--- src/rtl/mck_pkg.sv ---
// Shared types, constants and the Morse pattern table for the character keyer.
package mck_pkg;

  localparam int DurW    = 14;
  localparam int CharW   = 8;
  localparam int CfgIdxW = 2;
  localparam int ElemW   = 5;  // longest pattern has five elements
  localparam int LenW    = 3;
  localparam int SlotW   = 6;

  // configuration register indexes
  localparam logic [CfgIdxW-1:0] RegDot       = 2'd0;
  localparam logic [CfgIdxW-1:0] RegDash      = 2'd1;
  localparam logic [CfgIdxW-1:0] RegCharPause = 2'd2;
  localparam logic [CfgIdxW-1:0] RegWordSpace = 2'd3;

  localparam logic [DurW-1:0] DotRst       = 14'd60;
  localparam logic [DurW-1:0] DashRst      = 14'd180;
  localparam logic [DurW-1:0] CharPauseRst = 14'd180;
  localparam logic [DurW-1:0] WordSpaceRst = 14'd420;

  localparam logic [CharW-1:0] ChrUpA  = 8'h41;
  localparam logic [CharW-1:0] ChrUpZ  = 8'h5A;
  localparam logic [CharW-1:0] ChrLoA  = 8'h61;
  localparam logic [CharW-1:0] ChrLoZ  = 8'h7A;
  localparam logic [CharW-1:0] ChrZero = 8'h30;
  localparam logic [CharW-1:0] ChrNine = 8'h39;
  localparam logic [SlotW-1:0] DigitBase = 6'd26;

  typedef enum logic [2:0] {
    ST_IDLE,
    ST_LOOKUP,
    ST_TONE,
    ST_GAP,
    ST_SPACE,
    ST_PAUSE
  } state_t;

  // element pattern: a 1 is a dash, first element in bit ElemW-1
  typedef struct packed {
    logic             valid;
    logic [LenW-1:0]  len;
    logic [ElemW-1:0] bits;
  } pat_t;

  // raw table: first element sits in the highest of len bits
  function automatic pat_t mck_table(input logic [SlotW-1:0] slot);
    pat_t p;
    p.valid = 1'b1;
    case (slot)
      6'd0:  begin p.len = 3'd2; p.bits = 5'h01; end
      6'd1:  begin p.len = 3'd4; p.bits = 5'h08; end
      6'd2:  begin p.len = 3'd4; p.bits = 5'h0A; end
      6'd3:  begin p.len = 3'd3; p.bits = 5'h04; end
      6'd4:  begin p.len = 3'd1; p.bits = 5'h00; end
      6'd5:  begin p.len = 3'd4; p.bits = 5'h02; end
      6'd6:  begin p.len = 3'd3; p.bits = 5'h06; end
      6'd7:  begin p.len = 3'd4; p.bits = 5'h00; end
      6'd8:  begin p.len = 3'd2; p.bits = 5'h00; end
      6'd9:  begin p.len = 3'd4; p.bits = 5'h07; end
      6'd10: begin p.len = 3'd3; p.bits = 5'h05; end
      6'd11: begin p.len = 3'd4; p.bits = 5'h04; end
      6'd12: begin p.len = 3'd2; p.bits = 5'h03; end
      6'd13: begin p.len = 3'd2; p.bits = 5'h02; end
      6'd14: begin p.len = 3'd3; p.bits = 5'h07; end
      6'd15: begin p.len = 3'd4; p.bits = 5'h06; end
      6'd16: begin p.len = 3'd4; p.bits = 5'h0D; end
      6'd17: begin p.len = 3'd3; p.bits = 5'h02; end
      6'd18: begin p.len = 3'd3; p.bits = 5'h00; end
      6'd19: begin p.len = 3'd1; p.bits = 5'h01; end
      6'd20: begin p.len = 3'd3; p.bits = 5'h01; end
      6'd21: begin p.len = 3'd4; p.bits = 5'h01; end
      6'd22: begin p.len = 3'd3; p.bits = 5'h03; end
      6'd23: begin p.len = 3'd4; p.bits = 5'h09; end
      6'd24: begin p.len = 3'd4; p.bits = 5'h0B; end
      6'd25: begin p.len = 3'd4; p.bits = 5'h0C; end
      6'd26: begin p.len = 3'd5; p.bits = 5'h1F; end
      6'd27: begin p.len = 3'd5; p.bits = 5'h0F; end
      6'd28: begin p.len = 3'd5; p.bits = 5'h07; end
      6'd29: begin p.len = 3'd5; p.bits = 5'h03; end
      6'd30: begin p.len = 3'd5; p.bits = 5'h01; end
      6'd31: begin p.len = 3'd5; p.bits = 5'h00; end
      6'd32: begin p.len = 3'd5; p.bits = 5'h10; end
      6'd33: begin p.len = 3'd5; p.bits = 5'h18; end
      6'd34: begin p.len = 3'd5; p.bits = 5'h1C; end
      6'd35: begin p.len = 3'd5; p.bits = 5'h1E; end
      default: begin p.valid = 1'b0; p.len = 3'd0; p.bits = 5'h00; end
    endcase
    return p;
  endfunction

endpackage

--- src/rtl/mck_lookup.sv ---
// Character classifier and Morse table lookup, pattern left-aligned for shifting.
module mck_lookup
  import mck_pkg::*;
(
  input  logic [CharW-1:0] char_code,
  output pat_t             pat
);

  logic [SlotW-1:0] slot;
  logic             known;
  pat_t             raw;

  always_comb begin
    known = 1'b1;
    slot  = '0;
    if (char_code inside {[ChrUpA:ChrUpZ]}) begin
      slot = SlotW'(char_code - ChrUpA);
    end else if (char_code inside {[ChrLoA:ChrLoZ]}) begin
      slot = SlotW'(char_code - ChrLoA);
    end else if (char_code inside {[ChrZero:ChrNine]}) begin
      slot = DigitBase + SlotW'(char_code - ChrZero);
    end else begin
      known = 1'b0;
    end
  end

  assign raw = mck_table(slot);

  // move the first element up to the top bit
  always_comb begin
    pat.valid = known & raw.valid;
    pat.len   = raw.len;
    pat.bits  = ElemW'(raw.bits << (LenW'(ElemW) - raw.len));
  end

endmodule

--- src/rtl/morse_character_keyer_top.sv ---
// Top level of the Morse character keyer: config registers, sequencer, result register.
//
//   channel  direction  handshake                      payload
//   -------  ---------  -----------------------------  ------------------------------------
//   in_      in         start && !busy                 in_char_code[7:0]
//   out_     out        out_valid, one cycle, no stall out_tone_on, out_seg_ms, out_last
//   cfg_     in         cfg_valid && cfg_ready         cfg_index[1:0], cfg_data[13:0]
//
// A letter or digit passes through the lookup state, a tone and a gap state
// per element and the pause state; any other byte through the lookup, space
// and pause states. The element shifter emits one segment per cycle. The first
// segment leaves the result register after the lookup and the first tone or
// space state. rst_n (synchronous) returns the registers to 60/180/180/420 ms
// and idles the sequencer. Results cannot be stalled; cfg_ready is always high.
module morse_character_keyer_top
  import mck_pkg::*;
(
  input  logic               clk,
  input  logic               rst_n,
  input  logic               start,
  output logic               busy,
  input  logic [CharW-1:0]   in_char_code,
  output logic               out_valid,
  output logic               out_tone_on,
  output logic [DurW-1:0]    out_seg_ms,
  output logic               out_last,
  input  logic               cfg_valid,
  output logic               cfg_ready,
  input  logic [CfgIdxW-1:0] cfg_index,
  input  logic [DurW-1:0]    cfg_data
);

  // configuration registers
  logic [DurW-1:0] dot_r, dash_r, char_pause_r, word_space_r;

  state_t state_r, state_nxt;

  logic [CharW-1:0] char_r;
  logic [ElemW-1:0] bits_r, bits_nxt;
  logic [LenW-1:0]  cnt_r, cnt_nxt;

  logic            out_valid_r, out_valid_nxt;
  logic            tone_r, tone_nxt;
  logic [DurW-1:0] dur_r, dur_nxt;
  logic            last_r, last_nxt;

  pat_t pat;

  assign cfg_ready = 1'b1;
  assign busy      = (state_r != ST_IDLE);

  // config writes; the four indexes cover every value, so the default arm is never taken
  always_ff @(posedge clk) begin
    if (!rst_n) begin
      dot_r        <= DotRst;
      dash_r       <= DashRst;
      char_pause_r <= CharPauseRst;
      word_space_r <= WordSpaceRst;
    end else if (cfg_valid && cfg_ready) begin
      case (cfg_index)
        RegDot:       dot_r        <= cfg_data;
        RegDash:      dash_r       <= cfg_data;
        RegCharPause: char_pause_r <= cfg_data;
        RegWordSpace: word_space_r <= cfg_data;
        default: ;
      endcase
    end
  end

  // hold the accepted byte for the lookup cycle
  always_ff @(posedge clk) begin
    if (start && !busy) begin
      char_r <= in_char_code;
    end
  end

  mck_lookup u_lookup (
    .char_code (char_r),
    .pat       (pat)
  );

  // next state
  always_comb begin
    state_nxt = state_r;
    case (state_r)
      ST_IDLE:   if (start) state_nxt = ST_LOOKUP;
      ST_LOOKUP: state_nxt = pat.valid ? ST_TONE : ST_SPACE;
      ST_TONE:   state_nxt = ST_GAP;
      ST_GAP:    state_nxt = (cnt_r == LenW'(1)) ? ST_PAUSE : ST_TONE;
      ST_SPACE:  state_nxt = ST_PAUSE;
      ST_PAUSE:  state_nxt = ST_IDLE;
      default:   state_nxt = ST_IDLE;
    endcase
  end

  // outputs and element shifter
  always_comb begin
    bits_nxt      = bits_r;
    cnt_nxt       = cnt_r;
    out_valid_nxt = 1'b0;
    tone_nxt      = 1'b0;
    dur_nxt       = dot_r;
    last_nxt      = 1'b0;
    case (state_r)
      ST_LOOKUP: begin
        bits_nxt = pat.bits;
        cnt_nxt  = pat.len;
      end
      ST_TONE: begin
        out_valid_nxt = 1'b1;
        tone_nxt      = 1'b1;
        dur_nxt       = bits_r[ElemW-1] ? dash_r : dot_r;
      end
      ST_GAP: begin
        // intra-character gap, then advance to the next element
        out_valid_nxt = 1'b1;
        dur_nxt       = dot_r;
        bits_nxt      = {bits_r[ElemW-2:0], 1'b0};
        cnt_nxt       = cnt_r - LenW'(1);
      end
      ST_SPACE: begin
        out_valid_nxt = 1'b1;
        dur_nxt       = word_space_r;
      end
      ST_PAUSE: begin
        out_valid_nxt = 1'b1;
        dur_nxt       = char_pause_r;
        last_nxt      = 1'b1;
      end
      default: ;
    endcase
  end

  always_ff @(posedge clk) begin
    if (!rst_n) begin
      state_r     <= ST_IDLE;
      out_valid_r <= 1'b0;
    end else begin
      state_r     <= state_nxt;
      out_valid_r <= out_valid_nxt;
    end
  end

  always_ff @(posedge clk) begin
    bits_r <= bits_nxt;
    cnt_r  <= cnt_nxt;
    tone_r <= tone_nxt;
    dur_r  <= dur_nxt;
    last_r <= last_nxt;
  end

  assign out_valid   = out_valid_r;
  assign out_tone_on = tone_r;
  assign out_seg_ms  = dur_r;
  assign out_last    = last_r;

endmodule

--- config.mk ---
export PLATFORM = sky130hd
export DESIGN_NAME = morse_character_keyer_top
export DESIGN_NICKNAME = d
export VERILOG_FILES = /design/src/rtl/mck_pkg.sv /design/src/rtl/mck_lookup.sv /design/src/rtl/morse_character_keyer_top.sv
export SDC_FILE = /design/constraint.sdc
export NUM_CORES = 1
export LEC_CHECK = 0
export BUFFER_PORTS_ARGS = -buffer_cell sky130_fd_sc_hd__buf_2
export CORE_ASPECT_RATIO = 1.75
export CORE_UTILIZATION = 53
export DETAILED_ROUTE_END_ITERATION = 6
export PLACE_DENSITY_LB_ADDON = 0.12
export SLEW_MARGIN = 20
export SYNTH_ARGS = -nofsm -noshare
export SYNTH_HDL_FRONTEND = slang
export SYNTH_HIERARCHICAL = 1
export SYNTH_SLANG_ARGS = --single-unit
--- constraint.sdc ---
create_clock -name clk -period 2.8 [get_ports clk]
set_clock_uncertainty 0.15 [all_clocks]
set_input_delay 0.56 -clock clk [delete_from_list [all_inputs] [get_ports clk]]
set_output_delay 0.56 -clock clk [all_outputs]
set_load 0.005 [all_outputs]
==> results.sh, run 1 <==
export IMPL_worstMarginPinSlew_ns=0.903
export IMPL_endpoint_kind="register"
export IMPL_synth_seq_cells=92
export IMPL_final_common_cell="nand2_1"
export IMPL_cts_sinks=92
export IMPL_grt_pass1_wl_mm=17.7
export IMPL_clk_latency_ns=0.34
export IMPL_place_hpwl_mm=7.71
export IMPL_pwr_share_comb=0.189
export IMPL_h_tree_depth=3
export IMPL_maxSlewHeadroom=0.398
export IMPL_antenna_cells=0
export IMPL_die_area_um2=8890
export IMPL_hp_class="primary input to register"
export IMPL_gr_usage_all_layers=0.260
export IMPL_path_max_fanout=8
export IMPL_worstPathArrival_ns=2.77
export IMPL_synth_edff_count=16
export IMPL_synthArstFlopShare=0
export IMPL_failed_checks="negative setup slack"
export IMPL_endpoint="cnt_r[0]"
export IMPL_path_cells="buf_4, nand2b_1, a211o_1, o311ai_4, o31a_1, buf_6, buf_4, a22oi_1, o22ai_1, a21oi_1, o22ai_1, nand2_1, o21ai_1"
export IMPL_power_uw=3290
export IMPL_worst_path_stages=13
export IMPL_cts_made_buffers=9
export IMPL_syn_inst=516
export IMPL_routedWlPerCell_um=16.0
export IMPL_antenna_found_initial=0
export IMPL_core_rowCount=44
export IMPL_yosysTopAreaCellShare=0.338
export IMPL_nNetsFinal=623
export IMPL_cts_hold_buf=0
export IMPL_yosys_area_top_type="dfxtp_1"
export IMPL_grt_max_degree=61
export IMPL_first_pass_iters=5
export IMPL_area_growth_syn_to_layout_pct=22.2
export IMPL_irDropWorstVdd_mv=0.535
export IMPL_yosys_warnings=6
export IMPL_wl_mm=10.9
export IMPL_setup_tns_ns=-0.190
export IMPL_switching_share=0.266
export IMPL_finalCriticalPeriod_ns=2.85
export IMPL_drtIter0Drc=102
export IMPL_cts_root_buf="clkbuf_16"
export IMPL_timing_hold_ws_ns=0.246
export IMPL_clkSlewWorstSetupHoldPaths_ns=0.06
export IMPL_syn_cell_area_um2=4510
export IMPL_r2r_slack_ns=-0.05
export IMPL_power_share_clock=0.362
export IMPL_startpoint="char_r[1]"
export IMPL_fmax_mhz=351
export IMPL_synth_top_cells_by_area="dfxtp_1, nand2_1, edfxtp_1, a21boi_0, mux2i_1"
export IMPL_drv_slew=0
export IMPL_critical_path_slowest_cell="edfxtp_1"
export IMPL_drc=0
export IMPL_synth_nets=552
export IMPL_gr_total_overflow=0
export IMPL_ys_types=58
export IMPL_status="finished, violations left"
export IMPL_required_ns=2.73
export IMPL_vias_per_cell=5.70
export IMPL_avgSynthCellArea_um2=8.73
export IMPL_cts_tree="built"
export IMPL_final_cell_mix="nand2_1, dfxtp_1, buf_4, buf_2, a21boi_0"
export IMPL_ant_nets=0
export IMPL_io_pins=47
export IMPL_vias=3901
export IMPL_initial_core_util=0.546
export IMPL_cellInternalPower_uw=2410
export IMPL_rsz0062_at_grt="true"
export IMPL_clock_path_buffers=2
export IMPL_layout_drive_gt1_share=0.257
export IMPL_ys_seq_area_frac=0.444
export IMPL_r2r_end="cnt_r[0]"
export IMPL_coreArea_um2=8260
export IMPL_path_class="register to register"
export IMPL_finalCritPeriodShare=1.02
export IMPL_leakage_uw=0.00222
export IMPL_finalHoldViolCount=0
export IMPL_synthFlopType="dfxtp_1"
export IMPL_r2r_start="char_r[1]"
export IMPL_io_buffers=45
export IMPL_die_x_um=71.7
export IMPL_drv_cap=0
export IMPL_pwr_density_cell_nw_per_um2=596
export IMPL_seq_power_share=0.449
export IMPL_gp_congestion=0.864
export IMPL_p_switching_uw=873
export IMPL_critPathTopFamily="compound AO/OA/AOI/OAI gates"
export IMPL_cp_buffers_inverters=3
export IMPL_grt_pass1_vias=3689
export IMPL_reg2reg_depth=13
export IMPL_max_stage_delay_ns=0.46
export IMPL_finalSetupViolations=7
export IMPL_setup_ws_ns=-0.0456
export IMPL_die_h_um=124
export IMPL_place_worst_setup_slack_ns=-0.182
export IMPL_fin_util=0.667
export IMPL_start_kind="register"
==> power by group through the flow <==
stage | Sequential, µW | Clock [µW] | Combinational (µW)
after floorplan | 1500 | 0 | 370
after CTS | 1470 | 1220 | 597
after detailed placement | 1500 | 0 | 572
after global placement | 1500 | 0 | 564
final | 1470 | 1190 | 620
after global routing | 1480 | 1260 | 677
==> logic make-up (layout without fill, tap and decap cells) <==
family | Yosys count | in the layout | synth area share
buf+inv | 48 | 124 | 0.0539
fa+ha+maj | 8 | 8 | 0.0222
mux | 21 | 21 | 0.0477
simple gates | 227 | 227 | 0.228
compound gates | 117 | 117 | 0.199
xor+xnor | 2 | 2 | 0.00389
flops | 92 | 92 | 0.444
other cells | 1 | 1 | 0.000832
==> sequential cells by signal, indices dropped and copies added (netlist names) <==
name          flops
char_pause_r     14
dash_r           14
dot_r            14
out_seg_ms       14
word_space_r     14
char_r            8
bits_r            5
cnt_r             3
state_r           3
out_last          1
out_tone_on       1
out_valid         1
==> routing by layer <==
| metal | routed length [µm] | vias to the layer above | global-route usage |
|---|---|---|---|
| met3 | 429 | 15 | 0.0421 |
| met5 | 0 | - | 0 |
| li1 | - | 1943 | - |
| met2 | 6010 | 100 | 0.476 |
| met4 | 190 | 0 | 0.119 |
| met1 | 4290 | 1843 | 0.291 |
==> worst min-delay path by stage <==
stage                startpoint                to  cells past startpoint
6_report        in_char_code[4]         char_r[4]                      1
5_1_grt         in_char_code[4]         char_r[4]                      1
4_1_cts         in_char_code[4]         char_r[4]                      1
3_5_place_dp          dot_r[10]         dot_r[10]                      2
3_3_place_gp          dot_r[10]         dot_r[10]                      2
2_1_floorplan  char_pause_r[11]  char_pause_r[11]                      2
==> timing repair <==
action	CTS	global route
buffers inserted	5	0
hold endpoints to repair	0	0
pin swaps	9	5
setup endpoints to repair	9	10
gates resized for setup	10	15
==> synthesized netlist by cell type (all sizes together), types with 2 or more instances <==
master  count
dfxtp      76
mux2i      17
nor3b       5
o32ai       4
o21a        2
xnor2       2
a22oi       3
nor4        2
inv         9
nor2       33
a21boi     41
a211oi      4
nand3      22
buf        23
nor3        3
o311ai      2
a21oi      11
o31a        2
and3b       3
edfxtp     16
nand3b      5
o22ai      10
o31ai       2
nand2     135
o21ai      14
mux2        4
ha          8
nand2b      6
clkbuf     16
a221o      14
nor2b       3
and3        2
==> stage by stage <==
step,std cells,instance area [µm²]
floorplan,516,4550
global placement,663,5050
detailed placement,663,5050
CTS,684,5440
global route,684,5510
finish,684,5510
==> final cells by class <==
type | count | area, µm²
Fill cell | 702 | 2750
Clock buffer | 11 | 264
Multi-Input combinational cell | 376 | 2390
Tap cell | 92 | 115
Clock inverter | 5 | 41.3
Inverter | 9 | 33.8
Sequential cell | 92 | 2000
Timing Repair Buffer | 99 | 658
(Power assumes the default switching activity.)
==> run 2, diff against run 1 <==
CAP_MARGIN = 10   (was unset)
RECOVER_POWER = 25   (was unset)
==> results.sh, run 2 (synthesis results as in run 1) <==
export IMPL_clkSlewWorstSetupHoldPaths_ns=0.06
export IMPL_critical_path_slowest_cell="edfxtp_1"
export IMPL_antenna_cells=0
export IMPL_leakage_uw=0.00219
export IMPL_drv_slew=61
export IMPL_drtIter0Drc=101
export IMPL_r2r_end="bits_r[2]"
export IMPL_dpl_cell_area_um2=5050
export IMPL_finalHoldViolCount=0
export IMPL_maxSlewHeadroom=-0.482
export IMPL_seqCellArea_um2=2000
export IMPL_routedWlPerCell_um=16.0
export IMPL_start_kind="register"
export IMPL_fin_area_um2=5490
export IMPL_die_area_um2=8890
export IMPL_gp_congestion=0.864
export IMPL_critPathTopFamily="compound AO/OA/AOI/OAI gates"
export IMPL_cts_made_buffers=9
export IMPL_grt_pass1_vias=3689
export IMPL_status="finished, violations left"
export IMPL_cts_hold_buf=0
export IMPL_hp_class="primary input to register"
export IMPL_r2r_start="char_r[1]"
export IMPL_finalSetupViolations=6
export IMPL_dp_cells=663
export IMPL_path_cells="buf_4, nand2b_1, a211o_1, o311ai_4, o31a_1, buf_6, mux2i_1, o32ai_1, a311oi_1, o22ai_1, mux2_4"
export IMPL_finalCriticalPeriod_ns=2.84
export IMPL_worst_path_stages=11
export IMPL_cts_sinks=92
export IMPL_endpoint_kind="register"
export IMPL_fillers=713
export IMPL_gr_total_overflow=0
export IMPL_place_hpwl_mm=7.71
export IMPL_vias_per_cell=5.73
export IMPL_max_stage_delay_ns=0.46
export IMPL_r2r_slack_ns=-0.04
export IMPL_setup_tns_ns=-0.153
export IMPL_cp_buffers_inverters=2
export IMPL_final_cell_mix="nand2_1, dfxtp_1, buf_4, a21boi_0, buf_2"
export IMPL_antenna_found_initial=0
export IMPL_finalCritPeriodShare=1.01
export IMPL_first_pass_iters=4
export IMPL_layout_drive_gt1_share=0.238
export IMPL_drc=0
export IMPL_grt_pass1_wl_mm=17.7
export IMPL_clk_latency_ns=0.34
export IMPL_place_worst_setup_slack_ns=-0.182
export IMPL_clock_path_buffers=2
export IMPL_wl_mm=10.9
export IMPL_setup_ws_ns=-0.0402
export IMPL_nNetsFinal=623
export IMPL_final_cell_count_no_fill=684
export IMPL_io_pins=47
export IMPL_gr_usage_all_layers=0.260
export IMPL_core_rowCount=44
export IMPL_endpoint="bits_r[2]"
export IMPL_drv_cap=1
export IMPL_fmax_mhz=352
export IMPL_cts_root_buf="clkbuf_16"
export IMPL_irDropWorstVdd_mv=0.534
export IMPL_startpoint="char_r[1]"
export IMPL_ant_nets=0
export IMPL_pwr_density_cell_nw_per_um2=598
export IMPL_area_growth_syn_to_layout_pct=21.9
export IMPL_die_h_um=124
export IMPL_path_max_fanout=8
export IMPL_required_ns=2.74
export IMPL_die_x_um=71.7
export IMPL_reg2reg_depth=11
export IMPL_path_class="register to register"
export IMPL_grt_max_degree=61
export IMPL_cts_tree="built"
export IMPL_multiInputGateArea_um2=2390
export IMPL_power_uw=3280
export IMPL_h_tree_depth=3
export IMPL_coreArea_um2=8260
export IMPL_failed_checks="max-capacitance violations, max-slew violations, negative setup slack"
export IMPL_rsz0062_at_grt="true"
export IMPL_io_buffers=45
export IMPL_final_common_cell="nand2_1"
export IMPL_initial_core_util=0.546
export IMPL_vias=3921
export IMPL_worstPathArrival_ns=2.78
export IMPL_worstMarginPinSlew_ns=2.22
==> run 2: report_power, final <==
| group | total [µW] | internal, µW | switching [µW] | leakage (µW) |
|---|---|---|---|---|
| clock network | 1190 | 689 | 501 | 0.000151 |
| logic | 618 | 288 | 330 | 0.00127 |
| registers | 1470 | 1430 | 40.6 | 0.000772 |
| total | 3280 | 2410 | 872 | 0.00219 |
==> run 2: stage by stage <==
step | hold slack [ns] | utilization
finish | 0.247 | 0.665
global route | 0.234 | 0.665
CTS | 0.235 | 0.659
detailed placement | 0.299 | 0.612
global placement | 0.291 | 0.612
floorplan | 0.285 | -
==> run 2: metal layers <==
metal,global-route usage,wire length (µm)
met1,0.291,4340
met2,0.476,5980
met3,0.0421,408
met4,0.119,218
met5,0,0
==> run 2: repair_timing <==
item | in CTS | in global routing
cloned | 0 | 0
resized for setup | 10 | 15
pin swaps | 9 | 5
setup endpoints to repair | 9 | 10
setup buffers | 5 | 0
==> run 2: final cells by class <==
cell class,instances,share of cell area
clock buffer,11,0.0481
clock inverter,5,0.00752
inverter,9,0.00615
multi-input combinational,376,0.436
sequential,92,0.364
tap,92,0.0210
timing repair buffer,99,0.117
==> run 2: how the worst min path moves through the flow <==
stage                     start          endpoint  slack, ns  cells past startpoint
6_report        in_char_code[4]         char_r[4]       0.25                      1
5_1_grt         in_char_code[4]         char_r[4]       0.23                      1
4_1_cts         in_char_code[4]         char_r[4]       0.24                      1
3_5_place_dp          dot_r[10]         dot_r[10]       0.30                      2
3_3_place_gp          dot_r[10]         dot_r[10]       0.29                      2
2_1_floorplan  char_pause_r[11]  char_pause_r[11]       0.28                      2
==> run 3, diff against run 2 <==
ABC_AREA = 1   (was unset)
CORE_UTILIZATION = 54   (was 53)
==> results.sh, run 3 <==
export IMPL_syn_cell_area_um2=5150
export IMPL_ys_seq_area_frac=0.389
export IMPL_syn_inst=722
export IMPL_rsz0062_at_grt="true"
export IMPL_h_tree_depth=3
export IMPL_antenna_found_initial=0
export IMPL_yosys_warnings=6
export IMPL_fmax_mhz=315
export IMPL_cts_hold_buf=0
export IMPL_max_stage_delay_ns=0.47
export IMPL_cts_sinks=92
export IMPL_nNetsFinal=864
export IMPL_coreArea_um2=9150
export IMPL_final_cell_count_no_fill=953
export IMPL_yosysTopAreaCellShare=0.296
export IMPL_synth_edff_count=16
export IMPL_die_area_um2=9940
export IMPL_area_growth_syn_to_layout_pct=32.1
export IMPL_gr_total_overflow=0
export IMPL_clock_path_buffers=2
export IMPL_vias=5480
export IMPL_synth_simple_area_share=0.403
export IMPL_path_cells="inv_2, ha_4, o21ai_2, nand2_2, nand3_1, nand3_1, nand2_8, nand2_2, nor2_4, o21ai_0, nand3_1, nand2_2, nand2_2, nand2_1, nand3_1, nand2_1, nand2_1"
export IMPL_clkSlewWorstSetupHoldPaths_ns=0.07
export IMPL_grt_pass1_wl_mm=25.4
export IMPL_failed_checks="negative setup slack"
export IMPL_path_max_fanout=5
export IMPL_finalHoldViolCount=0
export IMPL_vias_per_cell=5.75
export IMPL_multiInputGateArea_um2=3220
export IMPL_initial_core_util=0.562
export IMPL_wl_mm=16.2
export IMPL_core_rowCount=46
export IMPL_final_cell_mix="nand2_1, dfxtp_1, buf_4, nor2_1, nand3_1"
export IMPL_critical_path_slowest_cell="edfxtp_1"
export IMPL_avgSynthCellArea_um2=7.13
export IMPL_synth_area_mux_share=0
export IMPL_cts_root_buf="clkbuf_16"
export IMPL_yosys_cell_count_top_type="nand2_1"
export IMPL_drtIter0Drc=321
export IMPL_maxSlewHeadroom=0.265
export IMPL_grt_pass1_vias=5263
export IMPL_pwr_density_cell_nw_per_um2=671
export IMPL_required_ns=2.76
export IMPL_gr_usage_all_layers=0.341
export IMPL_antenna_cells=0
export IMPL_first_pass_iters=5
export IMPL_synth_compound_area_frac=0.106
export IMPL_synthTopCellsByCount="nand2_1, dfxtp_1, nand3_1"
export IMPL_cts_made_buffers=9
export IMPL_critPathTopFamily="simple AND/OR/NAND/NOR gates"
export IMPL_seqCellArea_um2=2000
export IMPL_ant_nets=0
export IMPL_setup_ws_ns=-0.378
export IMPL_cts_tree="built"
export IMPL_hp_class="primary input to register"
export IMPL_finalCritPeriodShare=1.14
export IMPL_path_class="register to register"
export IMPL_finalSetupViolations=10
export IMPL_fin_area_um2=6800
export IMPL_worstPathArrival_ns=3.13
export IMPL_endpoint_kind="register"
export IMPL_synth_nets=758
export IMPL_grt_max_degree=31
export IMPL_synth_top_family_by_area="simple AND/OR/NAND/NOR gates"
export IMPL_drv_slew=0
export IMPL_drc=0
export IMPL_routedWlPerCell_um=17.0
export IMPL_die_x_um=75.8
export IMPL_yosys_area_top_type="dfxtp_1"
export IMPL_status="finished, violations left"
export IMPL_synthArstFlopShare=0
export IMPL_synthFlopType="dfxtp_1"
export IMPL_gp_congestion=0.908
export IMPL_synth_adder_area_share=0.0195
export IMPL_cp_buffers_inverters=1
export IMPL_clk_latency_ns=0.34
export IMPL_io_buffers=45
export IMPL_die_h_um=131
export IMPL_irDropWorstVdd_mv=0.486
export IMPL_synth_seq_cells=92
export IMPL_drv_cap=0
export IMPL_ys_types=36
export IMPL_fillers=703
export IMPL_layout_drive_gt1_share=0.331
export IMPL_dp_cells=913
export IMPL_synth_xor_area_frac=0.00340
export IMPL_place_hpwl_mm=10.3
export IMPL_finalCriticalPeriod_ns=3.18
export IMPL_dpl_cell_area_um2=5800
export IMPL_worstMarginPinSlew_ns=1.10
export IMPL_start_kind="register"
export IMPL_final_common_cell="nand2_1"
export IMPL_io_pins=47
export IMPL_leakage_uw=0.00328
export IMPL_synth_top_cells_by_area="dfxtp_1, nand2_1, edfxtp_1, nand3_1, nor2_1"
run 3: changes by cell type after synthesis, moves of 32 or more:
cell | previous run | this run
nand2_1 | 135 | 186
nand3_1 | 22 | 71
a21boi_0 | 37 | 0
nor2_1 | 33 | 70
a21oi_1 | 11 | 47
nand4_1 | 1 | 37
inv_1 | 9 | 41
run 3: final cells by class:
type                       instances  area share
multi-input combinational        538       0.473
sequential                        92       0.294
timing repair buffer             128       0.132
clock buffer                       9      0.0331
inverter                          59      0.0329
tap                              120      0.0221
clock inverter                     7      0.0123
run 3: where the power goes:
group	internal [µW]	total, µW	leakage, µW	switching (µW)
sequential	1510	1600	0.000775	88.2
combinational	669	1730	0.00235	1060
clock	707	1240	0.000149	530
total	2890	4560	0.00328	1680
run 3: final timing paths:
| kind | slack, ns | end | cells after the start | startpoint |
|---|---|---|---|---|
| max reg2reg | -0.38 | bits_r[4] | 17 | char_r[0] |
| min | 0.24 | char_r[4] | 1 | in_char_code[4] |
| max | -0.38 | bits_r[4] | 17 | char_r[0] |
| min reg2reg | 0.31 | char_pause_r[2] | 2 | char_pause_r[2] |
run 3: timing repair:
action,CTS,global route
buffers inserted,16,6
gates cloned,2,0
pin swaps,46,24
gates resized for setup,86,36
endpoints found under the setup margin,10,10
run 3: logic make-up after synthesis:
| logic type | Yosys count |
|---|---|
| other | 1 |
| AOI/OAI and AO/OA | 106 |
| buffers and inverters | 94 |
| xor gates and xnor gates | 2 |
| and+or+nand+nor | 419 |
| adders and majority gates | 8 |
| DFF | 92 |
run 3: worst register-to-register path, cell delays in order (launching register included):
cell and delay [ns]:
edfxtp_1 0.47, inv_2 0.16, ha_4 0.18, o21ai_2 0.08, nand2_2 0.13, nand3_1 0.15, nand3_1 0.22, nand2_8 0.11
nand2_2 0.14, nor2_4 0.07, o21ai_0 0.46, nand3_1 0.20, nand2_2 0.12, nand2_2 0.06, nand2_1 0.06, nand3_1 0.07
nand2_1 0.07, nand2_1 0.05
run 3: per-layer routing:
metal  track usage  share of wire  vias up
li1              -              -     2614
met1         0.367           0.35     2509
met2         0.582           0.52      272
met3        0.0759          0.068       85
met4         0.198          0.060        0
met5             0              0        -
run 3: stage by stage:
stage | utilization | setup TNS (ns) | hold slack [ns] | power [µW] | worst slack, ns
floorplan | - | 0 | 0.279 | 2470 | 0.0782
detailed placement | 0.634 | -1.60 | 0.292 | 2960 | -0.230
finish | 0.743 | -1.86 | 0.239 | 4560 | -0.378
global placement | 0.634 | -0.524 | 0.289 | 2930 | -0.0965
CTS | 0.721 | -0.108 | 0.233 | 4420 | -0.0378
global route | 0.743 | -3.51 | 0.232 | 4770 | -0.568
